<file path="config.mk">
export PLATFORM = sky130hd
export DESIGN_NAME = sca_front
export DESIGN_NICKNAME = d
export VERILOG_FILES = /design/src/hw/rtl/sca_pkg.sv /design/src/hw/rtl/sca_front.sv
export SDC_FILE = /design/constraint.sdc
export NUM_CORES = 1
export LEC_CHECK = 0
export ABC_CLOCK_PERIOD_IN_PS = 4500
export BUFFER_PORTS_ARGS = -buffer_cell sky130_fd_sc_hd__buf_2
export CORE_AREA = 2 2 112 82
export DETAILED_ROUTE_END_ITERATION = 6
export DIE_AREA = 0 0 114 84
export PLACE_DENSITY = 0.8
export SYNTH_ARGS = -nofsm -noshare
export SYNTH_HDL_FRONTEND = slang
export SYNTH_SLANG_ARGS = --single-unit
</file>
<file path="constraint.sdc">
create_clock -name vclk -period 4.5
set_clock_uncertainty 0.1 [all_clocks]
set_input_delay 0.225 -clock vclk [all_inputs]
set_output_delay 0.225 -clock vclk [all_outputs]
set_load 0.01 [all_outputs]
</file>
<file path="src/hw/rtl/sca_pkg.sv">
// Types, constants and tables shared by the size-class slab allocator.
package sca_pkg;

    localparam int MIN_BLOCK_BYTES = 8;
    localparam int NUM_CLASSES     = 8;
    localparam int PAGE_BYTES      = 4096;
    localparam int PAGES_PER_CLASS = 4;

    localparam int CLS_W   = 3;
    localparam int PG_W    = 2;
    localparam int PAGE_W  = CLS_W + PG_W;
    localparam int SLOT_W  = 9;
    localparam int LINK_W  = SLOT_W + 1;
    localparam int MEM_AW  = PAGE_W + SLOT_W;
    localparam int OFF_W   = 17;
    localparam int RECIP_W = 17;
    localparam int RECIP_SH = 16;

    localparam logic [LINK_W-1:0] LINK_NULL = LINK_W'(512);
    localparam logic [7:0] MAX_RSIZE = 8'(MIN_BLOCK_BYTES * NUM_CLASSES);

    localparam logic OP_ALLOC = 1'b0;
    localparam logic OP_FREE  = 1'b1;

    localparam logic [1:0] ST_OK         = 2'd0;
    localparam logic [1:0] ST_EXHAUSTED  = 2'd1;
    localparam logic [1:0] ST_BAD_SIZE   = 2'd2;
    localparam logic [1:0] ST_BAD_OFFSET = 2'd3;

    typedef struct packed {
        logic        operation;
        logic [6:0]  request_size;
        logic [2:0]  alignment_log2;
        logic [16:0] block_offset;
    } t_in;

    typedef struct packed {
        logic [16:0] granted_offset;
        logic [1:0]  status;
    } t_out;

    // Classified command passed from front to back
    typedef struct packed {
        logic              op;
        logic              bad_size;
        logic [CLS_W-1:0]  cls;
        logic [PAGE_W-1:0] gp;
        logic [SLOT_W-1:0] slot;
    } t_cmd;

    // Slots per page for each class: PAGE_BYTES / block size
    function automatic logic [LINK_W-1:0] slots_in_page(input logic [CLS_W-1:0] cls);
        logic [LINK_W-1:0] n;
        unique case (cls)
            3'd0: n = 10'd512;
            3'd1: n = 10'd256;
            3'd2: n = 10'd170;
            3'd3: n = 10'd128;
            3'd4: n = 10'd102;
            3'd5: n = 10'd85;
            3'd6: n = 10'd73;
            3'd7: n = 10'd64;
            default: n = 10'd64;
        endcase
        return n;
    endfunction

    // ceil(2^16 / (cls+1)); exact floor division for 9-bit dividends
    function automatic logic [RECIP_W-1:0] recip(input logic [CLS_W-1:0] cls);
        logic [RECIP_W-1:0] r;
        unique case (cls)
            3'd0: r = 17'd65536;
            3'd1: r = 17'd32768;
            3'd2: r = 17'd21846;
            3'd3: r = 17'd16384;
            3'd4: r = 17'd13108;
            3'd5: r = 17'd10923;
            3'd6: r = 17'd9363;
            3'd7: r = 17'd8192;
            default: r = 17'd8192;
        endcase
        return r;
    endfunction

endpackage

</file>
<file path="src/hw/rtl/sca_front.sv">
// Front end: classifies allocate and free requests into commands.
module sca_front (
    input  sca_pkg::t_in  i_req,
    output sca_pkg::t_cmd o_cmd
);
    import sca_pkg::*;

    logic [7:0]            amask;
    logic [7:0]            sum;
    logic [7:0]            rsize;
    logic [7:0]            rsize_m1;
    logic [8:0]            x;
    logic [CLS_W-1:0]      fcls;
    logic [25:0]           prod;

    // Round the size up and pick the class
    assign amask    = (8'd1 << i_req.alignment_log2) - 8'd1;
    assign sum      = {1'b0, i_req.request_size} + amask;
    assign rsize    = sum & ~amask;
    assign rsize_m1 = rsize - 8'd1;

    // Split the offset; divide the in-page block index by the class factor
    assign fcls = i_req.block_offset[16:14];
    assign x    = i_req.block_offset[11:3];
    assign prod = 26'(x) * 26'(recip(fcls));

    always_comb begin
        o_cmd.op       = i_req.operation;
        o_cmd.bad_size = (rsize == 8'd0) || (rsize > MAX_RSIZE);
        o_cmd.cls      = (i_req.operation == OP_FREE) ? fcls : rsize_m1[5:3];
        o_cmd.gp       = i_req.block_offset[16:12];
        o_cmd.slot     = prod[RECIP_SH+SLOT_W-1:RECIP_SH];
    end

endmodule

</file>
==> metrics.yaml, run 1 <==
run_status:
  outcome: "finished, violations left"
  violations: "negative setup slack"
floorplanning:
  die_width_microns: 114
  io_pins: 47
  placementRows: 29
  dieArea_sq_mm: 0.00958
  start_util: 0.558
  die_h_microns: 84
  core_sq_mm: 0.00864
critical_path:
  cpMostUsedCell: "fa_1"
  worstPathMaxFanout: 5
  arrival_ns: 4.72
  cp_num_buf_inv: 7
  crit_path_max_incr_delay_ns: 0.54
  path_depth: 21
  crit_required_ns: 4.18
  cp-end-kind: "output pin"
  slowest_stage: "fa_1"
  crit_chain: "buf_12, inv_12, ha_4, nor2b_4, a21o_4, buf_6, nand2_8, fa_1, fa_1, inv_2, fa_1, inv_2, fa_1, inv_2, ha_4, a21o_1, a221oi_4, o21ai_2, a221o_1, xor2_2, buf_2"
  path_class: "input pin to output pin"
  critical-path-top-delay-family: "adder cells"
  crit_path_start_kind: "input pin"
detailed_routing:
  vias: 4311
  drc: 0
  drt_iter0_drc: 201
  wl_per_cell_microns: 17.6
  ant_nets: 0
  firstDrtPassIters: 5
  via_per_inst: 5.42
  drt-total-wl_microns: 14000
grt:
  grt_max_degree: 12
  gr-total-overflow: 0
  grt_pass1_vias: 4789
  grt_usage: 0.309
  grt_pass1_wl_microns: 23200
  antenna_found_initial: 0
clock_network:
  cts_hold_buf: 0
logic_synthesis:
  synth_cell_types: 46
  synth_area_leader_cell: "fa_1"
  netlist_top_cells_area: "fa_1 44%, ha_1 13%, inv_1 11%"
  syn_inst: 564
  synth.top_cell.area_share: 0.436
  synth.most_common_cell: "inv_1"
  synth_nets: 746
  synthTopCellsByCount: "147 x inv_1, 105 x fa_1, 49 x ha_1, 49 x nand2_1, 42 x and2_1"
  ys_seq_area_frac: 0
  syn-cell-area_sq_mm: 0.00482
  avgSynthCellArea_sq_um: 8.54
  yosys_warnings: 0
sta:
  final_max_slew_viol_count: 0
  slew_headroom: 0.657
  worst_pin_slew_ns: 0.511
  fin_ws_ns: -0.544
  maxClockFrequency_mhz: 198
  hold_viol_final: 0
  rsz0062_at_grt: "yes"
  min_period_ns: 5.04
  setup_viol: 9
  timing.final.crit_share: 1.12
place:
  place_hpwl_microns: 12100
  numPortBuffers: 40
  dp_worst_setup_slack_ns: -0.749
  gp_congestion: 0.982
worst_hold_path:
  min_path_type: "input pin to output pin"
  hold_depth: 0
  holdPathEnd: "o_cmd[9]"
  min_from: "i_req[12]"
layout:
  utilization: 0.734
  ff_latch_area_sq_um: 0
  syn2layout_area_growth_pct: 31.5
  n_antenna_cell: 0
  n_clock_buffer: 0
  final_nets: 872
  design.seq.count: 0
  drive_gt1_frac: 0.349
  fillCellCount: 623
power_and_ir_drop:
  leakage_nw: 3.46
  peakVddDrop_mv: 0.173
  p_per_area_mw_per_mm2: 249
run:
  drv_cap: 0
-- timing repair --
action / CTS / global route
setup buffers: 6 / 2
cloned: 1 / 0
pin swaps: 34 / 12
gates resized for setup: 36 / 18
setup endpoints to repair: 9 / 9
-- metal layers --
layer  wire, microns  vias up  track usage
li1                -     1971            -
met1            5860     2119        0.419
met2            6530      193        0.517
met3            1300       28       0.0697
met4             284        0       0.0510
met5               0        -            0
-- kinds of logic (layout without fill, tap and decap cells) --
kind of cell               count (synthesis)  after routing  share of synthesized area
muxes                                      1              1                    0.00234
adders and majority gates                154            154                      0.563
AOI/OAI and AO/OA                         59             60                     0.0880
and+or+nand+nor                          167            167                      0.183
xor gates and xnor gates                  15             15                     0.0273
buffers and inverters                    168            291                      0.136
-- stage by stage --
stage / power [mW] / hold slack, ns / instances / area [sq um] / setup TNS [ns]
2_1_floorplan: 0.947 / 0.439 / 564 / 5180 / -0.0583
3_3_place_gp: 1.37 / 0.350 / 787 / 6090 / -5.54
5_1_grt: 1.73 / 0.350 / 796 / 6330 / -5.92
3_5_place_dp: 1.44 / 0.350 / 787 / 6090 / -6.34
4_1_cts: 1.51 / 0.350 / 794 / 6260 / -4.26
6_report: 1.57 / 0.350 / 796 / 6330 / -4.47
-- area by class of cell --
cell class                 count  area (sq um)  area share
inverter                     149           601      0.0948
multi-input combinational    397          4580       0.723
tap                          108           135      0.0213
timing repair buffer         142          1020       0.161
-- how the worst max path moves through the flow --
stage                     startpoint       end  slack [ns]
after floorplan            i_req[14]  o_cmd[7]       -0.02
after global placement     i_req[15]  o_cmd[8]       -0.66
after detailed placement   i_req[15]  o_cmd[5]       -0.75
after CTS                  i_req[14]  o_cmd[0]       -0.53
after global routing       i_req[14]  o_cmd[0]       -0.72
final                      i_req[14]  o_cmd[0]       -0.54
-- cells in the final DEF (no fill, tap or decap), drive strengths merged, types with 10 or more instances in the layout --
cell and instances:
a21oi 12, fa 105, xnor2 11, inv 148, o21ai 11, ha 49, nand3 10, nand2 49
a21o 10, and3 15, buf 142, nor2 20, and2 42
-- power by group --
group | switching [mW] | internal (mW) | total [mW]
Sequential | 0 | 0 | 0
Combinational | 0.836 | 0.738 | 1.57
Clock | 0 | 0 | 0
(Power assumes the default switching activity.)
==> inputs of run 2 (changes only) <==
--- a/config.mk
+++ b/config.mk
@@ -7,9 +7,9 @@
 export LEC_CHECK = 0
 export ABC_CLOCK_PERIOD_IN_PS = 4500
 export BUFFER_PORTS_ARGS = -buffer_cell sky130_fd_sc_hd__buf_2
-export CORE_AREA = 2 2 112 82
+export CORE_AREA = 3 3 113 83
 export DETAILED_ROUTE_END_ITERATION = 6
-export DIE_AREA = 0 0 114 84
+export DIE_AREA = 0 0 116 86
 export PLACE_DENSITY = 0.8
 export SYNTH_ARGS = -nofsm -noshare
 export SYNTH_HDL_FRONTEND = slang
==> metrics.yaml, run 2 (synthesized netlist as in run 1, its figures left out) <==
sta:
  slew_headroom: 0.659
  worst_pin_slew_ns: 0.507
  min_period_ns: 5.09
  rsz0062_at_grt: "yes"
  maxClockFrequency_mhz: 197
  fin_setup_tns_ns: -4.74
  whs_ns: 0.350
  setup_viol: 9
  final_max_slew_viol_count: 0
  fin_ws_ns: -0.588
  timing.final.crit_share: 1.13
  hold_viol_final: 0
grt:
  grt_usage: 0.290
  grt_pass1_vias: 4537
  antenna_found_initial: 0
  grt_pass1_wl_microns: 22800
  gr-total-overflow: 0
  grt_max_degree: 15
power_and_ir_drop:
  p_per_area_mw_per_mm2: 252
  peakVddDrop_mv: 0.207
  power_mw: 1.65
  leakage_nw: 3.56
detailed_routing:
  drc: 0
  via_per_inst: 5.32
  firstDrtPassIters: 5
  drt_iter0_drc: 291
  wl_per_cell_microns: 17.5
  ant_nets: 0
  vias: 4269
  drt-total-wl_microns: 14100
critical_path:
  crit_path_max_incr_delay_ns: 0.57
  crit_chain: "buf_12, inv_12, ha_4, nor2b_4, buf_6, nand2_4, fa_1, inv_2, fa_1, inv_1, fa_1, inv_1, fa_1, ha_4, a21o_1, o31ai_4, nand4_1, a21oi_2, xnor2_1, buf_2"
  critical-path-top-delay-family: "adder cells"
  crit_required_ns: 4.18
  crit_path_start_kind: "input pin"
  slowest_stage: "fa_1"
  cpMostUsedCell: "fa_1"
  cp_num_buf_inv: 7
  cp-end-kind: "output pin"
  arrival_ns: 4.76
  worstPathMaxFanout: 8
  path_class: "input pin to output pin"
layout:
  design.seq.count: 0
  stdcell_count: 802
  syn2layout_area_growth_pct: 35.7
  final_cell_mix: "122 x inv_1, 97 x fa_1, 97 x buf_4, 37 x buf_2"
  fillCellCount: 585
  n_antenna_cell: 0
  n_clock_buffer: 0
  drive_gt1_frac: 0.383
  layout_commonest_cell: "inv_1"
  final_nets: 881
  ff_latch_area_sq_um: 0
run_status:
  outcome: "finished, violations left"
  violations: "negative setup slack"
place:
  gp_congestion: 1.00
  dp.cells: 779
  numPortBuffers: 40
  place_hpwl_microns: 11900
run:
  drv_cap: 0
floorplanning:
  die_h_microns: 86
  dieArea_sq_mm: 0.00998
  io_pins: 47
  die_width_microns: 116
  start_util: 0.578
  placementRows: 28
  core_sq_mm: 0.00834
worst_hold_path:
  min_path_type: "input pin to output pin"
clock_network:
  cts_hold_buf: 0
-- run 2: routing by layer --
| layer | global-route usage | up-vias | wire length, microns |
|---|---|---|---|
| li1 | - | 2001 | - |
| met1 | 0.427 | 2107 | 6070 |
| met2 | 0.459 | 157 | 6480 |
| met3 | 0.0769 | 4 | 1440 |
| met4 | 0.00843 | 0 | 65 |
| met5 | 0 | - | 0 |
-- run 2: where the power goes --
part	internal, mW	switching (mW)
Combinational	0.784	0.865
Clock	0	0
Sequential	0	0
-- run 2: cell type report --
cell class / instances / area (sq um) / area share
inverters: 149 / 601 / 0.0918
repair buffers: 151 / 1150 / 0.176
well taps: 105 / 131 / 0.0201
multi-input cells: 397 / 4650 / 0.712
-- run 2: worst paths after layout --
check	to	slack [ns]	cells past startpoint	start
worst min-delay path	o_cmd[10]	0.35	0	i_req[13]
worst max-delay path	o_cmd[8]	-0.59	20	i_req[14]
-- run 2: through the flow --
stage / util / worst slack, ns / instance area [sq um]
after floorplan: - / -0.0248 / 5180
after global placement: 0.727 / -0.643 / 6060
after detailed placement: 0.727 / -0.728 / 6060
after CTS: 0.751 / -0.523 / 6260
after global routing: 0.784 / -0.682 / 6540
final: 0.784 / -0.588 / 6540
-- run 2: timing repair --
item	in CTS	in global routing
buffers inserted	9	14
pin swaps	24	61
setup endpoints to repair	9	9
gates cloned	1	0
resized for setup	30	53
