### src/hw/rtl/sca_pkg.sv
// Types, constants and tables shared by the size-class slab allocator.
package sca_pkg;

    localparam int MIN_BLOCK_BYTES = 8;
    localparam int NUM_CLASSES     = 8;
    localparam int PAGE_BYTES      = 4096;
    localparam int PAGES_PER_CLASS = 4;

    localparam int CLS_W   = 3;
    localparam int PG_W    = 2;
    localparam int PAGE_W  = CLS_W + PG_W;
    localparam int SLOT_W  = 9;
    localparam int LINK_W  = SLOT_W + 1;
    localparam int MEM_AW  = PAGE_W + SLOT_W;
    localparam int OFF_W   = 17;
    localparam int RECIP_W = 17;
    localparam int RECIP_SH = 16;

    localparam logic [LINK_W-1:0] LINK_NULL = LINK_W'(512);
    localparam logic [7:0] MAX_RSIZE = 8'(MIN_BLOCK_BYTES * NUM_CLASSES);

    localparam logic OP_ALLOC = 1'b0;
    localparam logic OP_FREE  = 1'b1;

    localparam logic [1:0] ST_OK         = 2'd0;
    localparam logic [1:0] ST_EXHAUSTED  = 2'd1;
    localparam logic [1:0] ST_BAD_SIZE   = 2'd2;
    localparam logic [1:0] ST_BAD_OFFSET = 2'd3;

    typedef struct packed {
        logic        operation;
        logic [6:0]  request_size;
        logic [2:0]  alignment_log2;
        logic [16:0] block_offset;
    } t_in;

    typedef struct packed {
        logic [16:0] granted_offset;
        logic [1:0]  status;
    } t_out;

    // Classified command passed from front to back
    typedef struct packed {
        logic              op;
        logic              bad_size;
        logic [CLS_W-1:0]  cls;
        logic [PAGE_W-1:0] gp;
        logic [SLOT_W-1:0] slot;
    } t_cmd;

    // Slots per page for each class: PAGE_BYTES / block size
    function automatic logic [LINK_W-1:0] slots_in_page(input logic [CLS_W-1:0] cls);
        logic [LINK_W-1:0] n;
        unique case (cls)
            3'd0: n = 10'd512;
            3'd1: n = 10'd256;
            3'd2: n = 10'd170;
            3'd3: n = 10'd128;
            3'd4: n = 10'd102;
            3'd5: n = 10'd85;
            3'd6: n = 10'd73;
            3'd7: n = 10'd64;
            default: n = 10'd64;
        endcase
        return n;
    endfunction

    // ceil(2^16 / (cls+1)); exact floor division for 9-bit dividends
    function automatic logic [RECIP_W-1:0] recip(input logic [CLS_W-1:0] cls);
        logic [RECIP_W-1:0] r;
        unique case (cls)
            3'd0: r = 17'd65536;
            3'd1: r = 17'd32768;
            3'd2: r = 17'd21846;
            3'd3: r = 17'd16384;
            3'd4: r = 17'd13108;
            3'd5: r = 17'd10923;
            3'd6: r = 17'd9363;
            3'd7: r = 17'd8192;
            default: r = 17'd8192;
        endcase
        return r;
    endfunction

endpackage

### src/hw/rtl/sca_queue.sv
// Two-entry command queue between front and back.
module sca_queue (
    input  logic          i_clk,
    input  logic          i_rst_n,
    input  logic          i_push,
    input  sca_pkg::t_cmd i_cmd,
    output logic          o_full,
    input  logic          i_pop,
    output logic          o_valid,
    output sca_pkg::t_cmd o_cmd
);
    import sca_pkg::*;

    t_cmd       r_mem [2];
    logic       r_wp;
    logic       r_rp;
    logic [1:0] r_cnt;

    assign o_full  = (r_cnt == 2'd2);
    assign o_valid = (r_cnt != 2'd0);
    assign o_cmd   = r_mem[r_rp];

    // Store entries
    always_ff @(posedge i_clk) begin
        if (i_push) begin
            r_mem[r_wp] <= i_cmd;
        end
    end

    // Advance pointers and count
    always_ff @(posedge i_clk) begin
        if (!i_rst_n) begin
            r_wp  <= 1'b0;
            r_rp  <= 1'b0;
            r_cnt <= 2'd0;
        end else begin
            if (i_push) r_wp <= ~r_wp;
            if (i_pop)  r_rp <= ~r_rp;
            r_cnt <= r_cnt + 2'(i_push) - 2'(i_pop);
        end
    end

endmodule

### config.mk
export PLATFORM = sky130hd
export DESIGN_NAME = sca_queue
export DESIGN_NICKNAME = d
export VERILOG_FILES = /design/src/hw/rtl/sca_pkg.sv /design/src/hw/rtl/sca_queue.sv
export SDC_FILE = /design/constraint.sdc
export NUM_CORES = 1
export LEC_CHECK = 0
export ABC_AREA = 1
export CORE_ASPECT_RATIO = 1.5
export CORE_MARGIN = 1
export CORE_UTILIZATION = 54
export DETAILED_ROUTE_END_ITERATION = 10
export DONT_BUFFER_PORTS = 1
export GPL_TIMING_DRIVEN = 0
export PLACE_DENSITY = 0.83
export SETUP_SLACK_MARGIN = 0.2
export SKIP_LAST_GASP = 1
export SYNTH_ARGS = -nofsm -noshare
export SYNTH_HDL_FRONTEND = slang
export SYNTH_SLANG_ARGS = --single-unit
### constraint.sdc
create_clock -name i_clk -period 1.55 [get_ports i_clk]
set_clock_uncertainty 0.15 [all_clocks]
set_input_delay 0.0775 -clock i_clk [delete_from_list [all_inputs] [get_ports i_clk]]
set_output_delay 0.0775 -clock i_clk [all_outputs]
set_load 0.03 [all_outputs]
==> results.sh, run 1 <==
export IMPL_detail_route_antenna_nets=0
export IMPL_clkSinkCount=43
export IMPL_finalHoldViolations=0
export IMPL_rsz0062_at_grt="true"
export IMPL_via_count=875
export IMPL_synth_seq_cells=43
export IMPL_multi_input_area_um2=428
export IMPL_gp_congestion=0.654
export IMPL_grt_pass1_vias=937
export IMPL_clk_latency_ns=0.29
export IMPL_grt_usage_pct=19.6
export IMPL_cts_max_level=2
export IMPL_worst_setup_path_type="flip-flop to primary output"
export IMPL_via_per_inst=5.15
export IMPL_place_area_mm2=0.00171
export IMPL_grt_overflow=0
export IMPL_tritoncts="done"
export IMPL_power_density_mw_per_mm2=1160
export IMPL_totalPowerFinal_mw=2.55
export IMPL_grt_max_degree=20
export IMPL_synth_area_per_cell_um2=17.9
export IMPL_cp_max_fo=10
export IMPL_routed_wl_um=2760
export IMPL_critical_path_depth=3
export IMPL_numCtsBuffers=5
export IMPL_syn_nets=117
export IMPL_firstDrtPassIters=2
export IMPL_maxCapViolations=0
export IMPL_p_leak_nw=0.852
export IMPL_drc=0
export IMPL_final_fill_count=186
export IMPL_end_kind="primary output"
export IMPL_antenna_found_initial=0
export IMPL_fin_nets=155
export IMPL_drive_gt1_share_pct=38.2
export IMPL_hpwl_um=1630
export IMPL_path_clk_slew_ns=0.07
export IMPL_fmax_mhz=685
export IMPL_worst_slew_pin_slew_ns=0.354
export IMPL_whs_path_depth=3
export IMPL_io_buffers=0
export IMPL_max_slew_margin_rel_pct=76.4
export IMPL_cp_required_ns=1.32
export IMPL_cp_num_buf_inv=2
export IMPL_cpMaxStageDelayCell="mux2_4"
export IMPL_grt_pass1_wl_um=4230
export IMPL_post_drt_wl_per_cell_um=16.3
export IMPL_drt_iter0_markers=4
export IMPL_core_area_mm2=0.00291
export IMPL_fin_crit_sh_pct=94.2
export IMPL_io_pin_count=44
export IMPL_num_antenna_cells=0
export IMPL_ys_warn_count=0
export IMPL_cts_root_buf="clkbuf_8"
export IMPL_start_kind="flip-flop"
export IMPL_setup_viol=0
export IMPL_seq_area_frac_synth_pct=75.3
export IMPL_synth_distinct_cells=12
export IMPL_seq_area_mm2=0.00124
export IMPL_cp_top_family="multiplexers"
export IMPL_final_max_slew_viol_count=0
export IMPL_period_minus_slack_ns=1.46
export IMPL_synth_area_mm2=0.00165
export IMPL_clk_path_buf_depth=2
export IMPL_die_width_um=47.1
export IMPL_ir_drop_v=0.000985
export IMPL_dieArea_mm2=0.00328
export IMPL_critPathMaxStageDelay_ns=0.36
export IMPL_std_cell_rows=24
export IMPL_stdcell_area_mm2=0.00220
export IMPL_die_h_um=69.7
export IMPL_syn_inst=92
export IMPL_critPathArrivalTime_ns=1.23
export IMPL_min_path_type="input pin to flip-flop"
export IMPL_status="complete, no violations"
export IMPL_crit_chain="buf_6 -> buf_12 -> mux2_4"
export IMPL_r2r_cells=8
export IMPL_start_util_pct=56.6
export IMPL_areaGrowthSynthToFinish_pct=33.5
cells in the mapped netlist (all sizes together):
library cell,n,area share [%]
nor2,8,1.8
buf,2,1.9
nand2,9,2.0
edfxtp,38,69
inv,7,1.6
nand3,1,0.30
ha,2,1.5
dfxtp,5,6.1
mux2,19,15
a21oi,1,0.30
what timing repair did:
action,4_1_cts,5_1_grt
hold buffers,22,0
gates resized for setup,14,12
endpoints found under the setup margin,55,39
cloned,1,0
pin swaps,5,3
setup buffers,3,5
endpoints found under the hold margin,43,0
flip-flops by register name, indices dropped and copies added, names as in the netlist, named ones only:
register and flops:
r_cnt 2, r_rp 1, r_mem 38, r_wp 1
routing by layer:
layer	share of wire, %	track usage [%]	vias to the layer above
li1	-	-	408
met1	33	16.7	428
met2	58	34.9	32
met3	5.9	7.81	7
met4	3.2	10.8	0
met5	0	0	-
path summary, 6_finish.rpt:
path	start	endpoint	slack (ns)
setup / recovery	flip-flop	o_cmd[9]	0.09
hold / removal	i_push	r_mem[0][3]	0.07
setup reg to reg	r_cnt[0]	r_cnt[1]	0.13
hold reg to reg	r_rp	flip-flop	0.39
where the power goes:
part / internal, mW / total (mW) / switching, mW
clock network: 0.406 / 0.742 / 0.336
logic: 0.197 / 0.452 / 0.255
registers: 1.34 / 1.36 / 0.0259
total: 1.94 / 2.55 / 0.617
tightest hold or removal path: stages:
cell	delay, ns
inv_1	0.07
nor2_4	0.04
buf_12	0.15
logic make-up (layout without fill, tap and decap cells):
| family | after synthesis | after routing | synth area share (%) |
|---|---|---|---|
| compound gates | 1 | 1 | 0.303 |
| simple gates | 18 | 18 | 4.17 |
| fa+ha+maj | 2 | 2 | 1.52 |
| mux | 19 | 19 | 15.3 |
| flops | 43 | 43 | 75.3 |
| buf+inv | 9 | 48 | 3.49 |
through the flow:
stage | hold slack, ns | std cells | utilization, % | setup slack, ns | TNS (ns)
floorplan | 0.0210 | 92 | - | 0.186 | 0
CTS | 0.0270 | 165 | 72.6 | 0.0612 | 0
finish | 0.0713 | 170 | 75.6 | 0.0904 | 0
detailed placement | 0.0264 | 131 | 58.5 | -0.0540 | -1.01
global route | 0.0758 | 170 | 75.6 | 0.0348 | 0
global placement | 0.0236 | 131 | 58.5 | 0.0124 | 0
cell type report:
type	count	area share, %
sequential	43	56.5
multi-input combinational	40	19.4
timing repair buffer	31	14.5
clock buffer	8	4.55
tap	39	2.22
buffer	2	1.42
inverter	7	1.36
cell usage in the layout, fill, tap and decap left out, types with 2 or more instances in the layout:
master,n
edfxtp_1,38
dlygate4sd3_1,21
mux2_4,19
nand2_1,7
clkbuf_8,7
nor2_1,6
buf_4,6
inv_2,3
buf_12,3
inv_1,3
dfxtp_1,3
buf_6,2
nand2_2,2
ha_4,2
dfxtp_2,2
No activity file was read; power rests on OpenSTA's default activity.
==> run 2: changes to the inputs <==
Settings changed: REMOVE_ABC_BUFFERS from default to 1.
==> run 2 against run 1 <==
  * Cell area grew 3.6%
  * Core utilization grew 2.7 points
  * Count of clock-buffer cells in the layout shrank 1
  * Via count grew 0.23%
  * First-iteration DRC count grew to 7.5 times the previous value
  * Setup slack lost 0.040 ns
  * Sequential share of layout area shrank 1.9 points
  * Maximum frequency shrank 2.7%
  * Sequential power is essentially flat
  * Clock power shrank 6.5%
  * Largest cell class unchanged
==> results.sh, run 2 (synthesis results as in run 1) <==
export IMPL_stdcell_area_mm2=0.00228
export IMPL_cp_required_ns=1.32
export IMPL_grt_usage_pct=21.6
export IMPL_fin_crit_sh_pct=96.7
export IMPL_grt_pass1_vias=1018
export IMPL_status="complete, no violations"
export IMPL_final_common_cell="edfxtp_1"
export IMPL_top_regs="r_mem x38, r_cnt x2"
export IMPL_path_clk_slew_ns=0.07
export IMPL_drt_iter0_markers=30
export IMPL_fin_nets=155
export IMPL_drc=0
export IMPL_dp_cells=129
export IMPL_ir_drop_v=0.00101
export IMPL_clk_path_buf_depth=2
export IMPL_largest_register_ffs=38
export IMPL_tritoncts="done"
export IMPL_numCtsBuffers=5
export IMPL_rsz0062_at_grt="true"
export IMPL_die_width_um=47.1
export IMPL_grt_max_degree=20
export IMPL_start_util_pct=56.6
export IMPL_cp_max_fo=5
export IMPL_routed_wl_um=3110
export IMPL_die_h_um=69.7
export IMPL_antenna_found_initial=0
export IMPL_reg2reg_slack_ns=0.15
export IMPL_setup_viol=0
export IMPL_critPathArrivalTime_ns=1.27
export IMPL_grt_pass1_wl_um=4690
export IMPL_gp_congestion=0.627
export IMPL_core_area_mm2=0.00291
export IMPL_firstDrtPassIters=4
export IMPL_areaGrowthSynthToFinish_pct=38.3
export IMPL_final_cell_mix="edfxtp_1, dlygate4sd3_1, mux2_4, nand2_1"
export IMPL_clk_latency_ns=0.28
export IMPL_via_count=877
export IMPL_io_buffers=0
export IMPL_detail_route_antenna_nets=0
export IMPL_place_area_mm2=0.00167
export IMPL_std_cell_rows=24
export IMPL_num_antenna_cells=0
export IMPL_period_minus_slack_ns=1.50
export IMPL_power_density_mw_per_mm2=1120
export IMPL_final_max_slew_viol_count=0
export IMPL_via_per_inst=5.16
export IMPL_start_kind="flip-flop"
export IMPL_cts_max_level=2
export IMPL_drive_gt1_share_pct=38.9
export IMPL_grt_overflow=0
export IMPL_fin_cells=170
export IMPL_post_drt_wl_per_cell_um=18.3
export IMPL_max_slew_margin_rel_pct=76.6
export IMPL_fmax_mhz=667
export IMPL_clkSinkCount=43
export IMPL_io_pin_count=44
export IMPL_dieArea_mm2=0.00328
export IMPL_worst_slew_pin_slew_ns=0.351
export IMPL_maxCapViolations=0
export IMPL_largest_register="r_mem"
export IMPL_finalHoldViolations=0
export IMPL_worst_setup_path_type="flip-flop to primary output"
export IMPL_end_kind="primary output"
export IMPL_min_path_type="input pin to flip-flop"
export IMPL_cts_root_buf="clkbuf_8"
export IMPL_p_leak_nw=0.874
run 2: cell type report:
| cell class | instances | area (µm²) |
|---|---|---|
| flip-flops and latches | 43 | 1250 |
| repair buffers | 33 | 428 |
| multi-input cells | 40 | 434 |
| fillers | 161 | 632 |
| clock buffers | 7 | 86.3 |
| well taps | 39 | 48.8 |
| clock inverters | 1 | 5.00 |
| inverters | 7 | 32.5 |
run 2: final timing paths:
path              depth (start not counted)       from        end
setup / recovery                          3  flip-flop  o_cmd[12]
hold / removal                            3      i_pop  flip-flop
setup reg to reg                          8   r_cnt[0]   r_cnt[1]
hold reg to reg                           2       r_rp  flip-flop
run 2: where the power goes:
part | total [mW] | leakage (nW) | internal (mW) | switching [mW]
sequential | 1.37 | 0.399 | 1.33 | 0.0310
clock | 0.694 | 0.0482 | 0.359 | 0.335
combinational | 0.496 | 0.427 | 0.230 | 0.266
total | 2.56 | 0.874 | 1.92 | 0.633
run 2: per-layer routing:
layer | share of wire, % | track usage (%) | vias up | wire (µm)
li1 | - | - | 407 | -
met1 | 32 | 19.8 | 431 | 996
met2 | 62 | 39.2 | 32 | 1920
met3 | 4.2 | 6.77 | 7 | 129
met4 | 2.0 | 9.84 | 0 | 61
met5 | 0 | 0 | - | 0
run 2: worst max-delay path: stages (launching register included):
cell and delay [ns]:
dfxtp_4 0.40, buf_6 0.12, buf_12 0.11, mux2_4 0.35
run 2: metrics by stage:
stage | hold WS [ns] | TNS, ns | power (mW) | setup slack, ns | util, %
5_1_grt | 0.100 | -0.00447 | 2.66 | -0.00447 | 78.3
3_3_place_gp | 0.0265 | -10.24 | 1.65 | -0.445 | 57.2
6_report | 0.0932 | 0 | 2.56 | 0.0505 | 78.3
2_1_floorplan | 0.0210 | -2.59 | 1.63 | -0.136 | -
4_1_cts | 0.0161 | 0 | 2.53 | 0.0343 | 76.8
3_5_place_dp | 0.0264 | -3.17 | 1.67 | -0.171 | 57.3
run 2: what timing repair did:
action                     in CTS  in global routing
hold endpoints to repair       43                  0
pin swaps                       5                  3
buffers inserted                7                  2
cloned                          2                  0
hold buffers                   22                  0
gates resized for setup        26                  5
setup endpoints to repair      59                 39
==> run 3: changes to the inputs <==
Settings changed: ABC_AREA 1 to default, CAP_MARGIN from default to 20, CORE_UTILIZATION 54 to 47, PLACE_DENSITY 0.83 to 0.75.
==> run 3 against run 2 <==
  * Via count shrank 10%
  * Core utilization shrank 15 points
  * Global-route usage shrank 6.9 points
  * Total power grew 4.2%
  * Cell count shrank 7.6%
  * Synthesized cell count shrank 13%
  * First-iteration DRC count shrank 27%
  * Critical path type unchanged
  * Largest cell class unchanged
  * Largest power group unchanged
==> results.sh, run 3 <==
export IMPL_die_width_um=50.4
export IMPL_dp_cells=121
export IMPL_cp_max_fo=4
export IMPL_std_cell_rows=26
export IMPL_grt_pass1_wl_um=3710
export IMPL_rsz0062_at_grt="true"
export IMPL_cts_root_buf="clkbuf_8"
export IMPL_num_antenna_cells=0
export IMPL_status="complete, no violations"
export IMPL_clk_latency_ns=0.28
export IMPL_io_pin_count=44
export IMPL_fin_ws_ns=0.141
export IMPL_synth_top_area_cell="edfxtp_1"
export IMPL_io_buffers=0
export IMPL_start_util_pct=48.8
export IMPL_synth_common_cells="edfxtp_1, mux2_4, mux2_2, dfxtp_1"
export IMPL_grt_pass1_vias=772
export IMPL_clkSinkCount=43
export IMPL_fmax_mhz=710
export IMPL_yosys_area_top_type_share_pct=69.1
export IMPL_maxCapViolations=0
export IMPL_hpwl_um=1470
export IMPL_syn_inst=80
export IMPL_tritoncts="done"
export IMPL_cts_max_level=2
export IMPL_synth_ff_type="edfxtp_1"
export IMPL_post_drt_wl_per_cell_um=16.0
export IMPL_dieArea_mm2=0.00376
export IMPL_synth_area_mm2=0.00165
export IMPL_seq_area_frac_synth_pct=75.2
export IMPL_p_leak_nw=0.803
export IMPL_fin_nets=139
export IMPL_fin_util_pct=63.6
export IMPL_grt_usage_pct=14.6
export IMPL_drc=0
export IMPL_synth_seq_cells=43
export IMPL_largest_register="r_mem"
export IMPL_core_area_mm2=0.00338
export IMPL_synth_most_common_cell="edfxtp_1"
export IMPL_antenna_found_initial=0
export IMPL_setup_viol=0
export IMPL_detail_route_antenna_nets=0
export IMPL_routed_wl_um=2520
export IMPL_die_h_um=74.6
export IMPL_areaGrowthSynthToFinish_pct=30.2
export IMPL_setup_tns_final_ns=0
export IMPL_grt_overflow=0
export IMPL_firstDrtPassIters=4
export IMPL_clk_path_buf_depth=2
export IMPL_end_kind="primary output"
export IMPL_start_kind="flip-flop"
export IMPL_drive_gt1_share_pct=38.3
export IMPL_reg2reg_slack_ns=0.22
export IMPL_grt_max_degree=20
export IMPL_top_regs="r_mem x38, r_cnt x2"
export IMPL_multi_input_area_um2=442
export IMPL_ys_warn_count=0
export IMPL_path_clk_slew_ns=0.07
export IMPL_numCtsBuffers=5
export IMPL_seq_area_mm2=0.00125
export IMPL_pre_cts_slack_ns=-0.197
export IMPL_power_density_mw_per_mm2=1240
export IMPL_min_path_type="input pin to flip-flop"
export IMPL_worst_slew_pin_slew_ns=0.365
export IMPL_critPathArrivalTime_ns=1.18
export IMPL_async_flop_share_pct=0
export IMPL_via_count=789
export IMPL_final_common_cell="edfxtp_1"
export IMPL_gp_congestion=0.620
export IMPL_via_per_inst=5.03
export IMPL_cp_required_ns=1.32
export IMPL_max_slew_margin_rel_pct=75.5
export IMPL_ir_drop_v=0.000797
export IMPL_worst_setup_path_type="flip-flop to primary output"
export IMPL_fin_cells=157
export IMPL_final_fill_count=258
export IMPL_final_max_slew_viol_count=0
export IMPL_period_minus_slack_ns=1.41
export IMPL_largest_register_ffs=38
export IMPL_synth_edf_count=38
export IMPL_finalHoldViolations=0
export IMPL_final_cell_mix="edfxtp_1, dlygate4sd3_1, mux2_4, clkbuf_8, buf_4"
export IMPL_drt_iter0_markers=22
export IMPL_fin_crit_sh_pct=90.9
export IMPL_synth_distinct_cells=14
export IMPL_yosys_top_cells_area="edfxtp_1, mux2_4, mux2_2, dfxtp_1, and2_1"
export IMPL_synth_area_per_cell_um2=20.6
-- run 3: cell count changes in the layout (fill, tap and decap cells not counted), moves of 2 or more --
cell	previous run	this run
and2_1	0	2
and2_4	0	2
buf_12	6	1
buf_16	2	0
buf_4	1	5
buf_6	2	0
inv_1	3	0
nand2_1	7	0
nor2_1	6	0
nor2b_1	0	2
-- run 3: cells by family after synthesis --
kind of cell | share of synthesized area [%]
buf+inv | 2.35
fa+ha+maj | 1.51
compound gates | 0.455
flops | 75.2
mux | 15.2
simple gates | 3.41
xor+xnor | 1.89
-- run 3: through the flow --
step | hold WS, ns | total power, mW | instance area, µm²
finish | 0.0417 | 2.66 | 2150
global route | 0.0277 | 2.77 | 2150
CTS | 0.0298 | 2.65 | 2100
detailed placement | 0.0264 | 1.74 | 1690
global placement | 0.0264 | 1.72 | 1670
floorplan | 0.0264 | 1.70 | 1620
-- run 3: final timing paths --
| path | to | cells after the start | startpoint |
|---|---|---|---|
| max | o_cmd[7] | 2 | flip-flop |
| min | r_cnt[1] | 3 | i_pop |
| max reg2reg | r_cnt[1] | 6 | r_cnt[0] |
| min reg2reg | flip-flop | 2 | r_rp |
-- run 3: timing repair --
item / 4_1_cts / 5_1_grt
hold buffers: 22 / 0
setup buffers: 4 / 2
pin swaps: 1 / 1
endpoints found under the setup margin: 53 / 51
gates resized for setup: 11 / 11
hold endpoints to repair: 50 / 0
-- run 3: final cells by class --
| cell class | count | area share, % |
|---|---|---|
| Sequential cell | 43 | 57.9 |
| Multi-Input combinational cell | 33 | 20.5 |
| Timing Repair Buffer | 29 | 13.6 |
| Clock buffer | 5 | 3.20 |
| Tap cell | 42 | 2.44 |
| Clock inverter | 3 | 1.80 |
| Inverter | 2 | 0.465 |
-- run 3: power breakdown --
| part | internal [mW] | switching (mW) | total, mW |
|---|---|---|---|
| Sequential | 1.34 | 0.0294 | 1.37 |
| Clock | 0.471 | 0.344 | 0.815 |
| Combinational | 0.223 | 0.258 | 0.481 |
-- run 3: worst max-delay path, cell delays in order, from the launching register on --
cell	delay [ns]
dfxtp_4	0.38
buf_4	0.16
mux2_4	0.36
-- run 3: routing by layer --
layer	vias to the layer above	part of all wire (%)	track usage (%)	routed length (µm)
li1	368	-	-	-
met2	31	57	27.0	1440
met5	-	0	0	0
met4	0	1.5	8.33	38
met3	4	5.6	5.52	141
met1	386	36	13.6	894
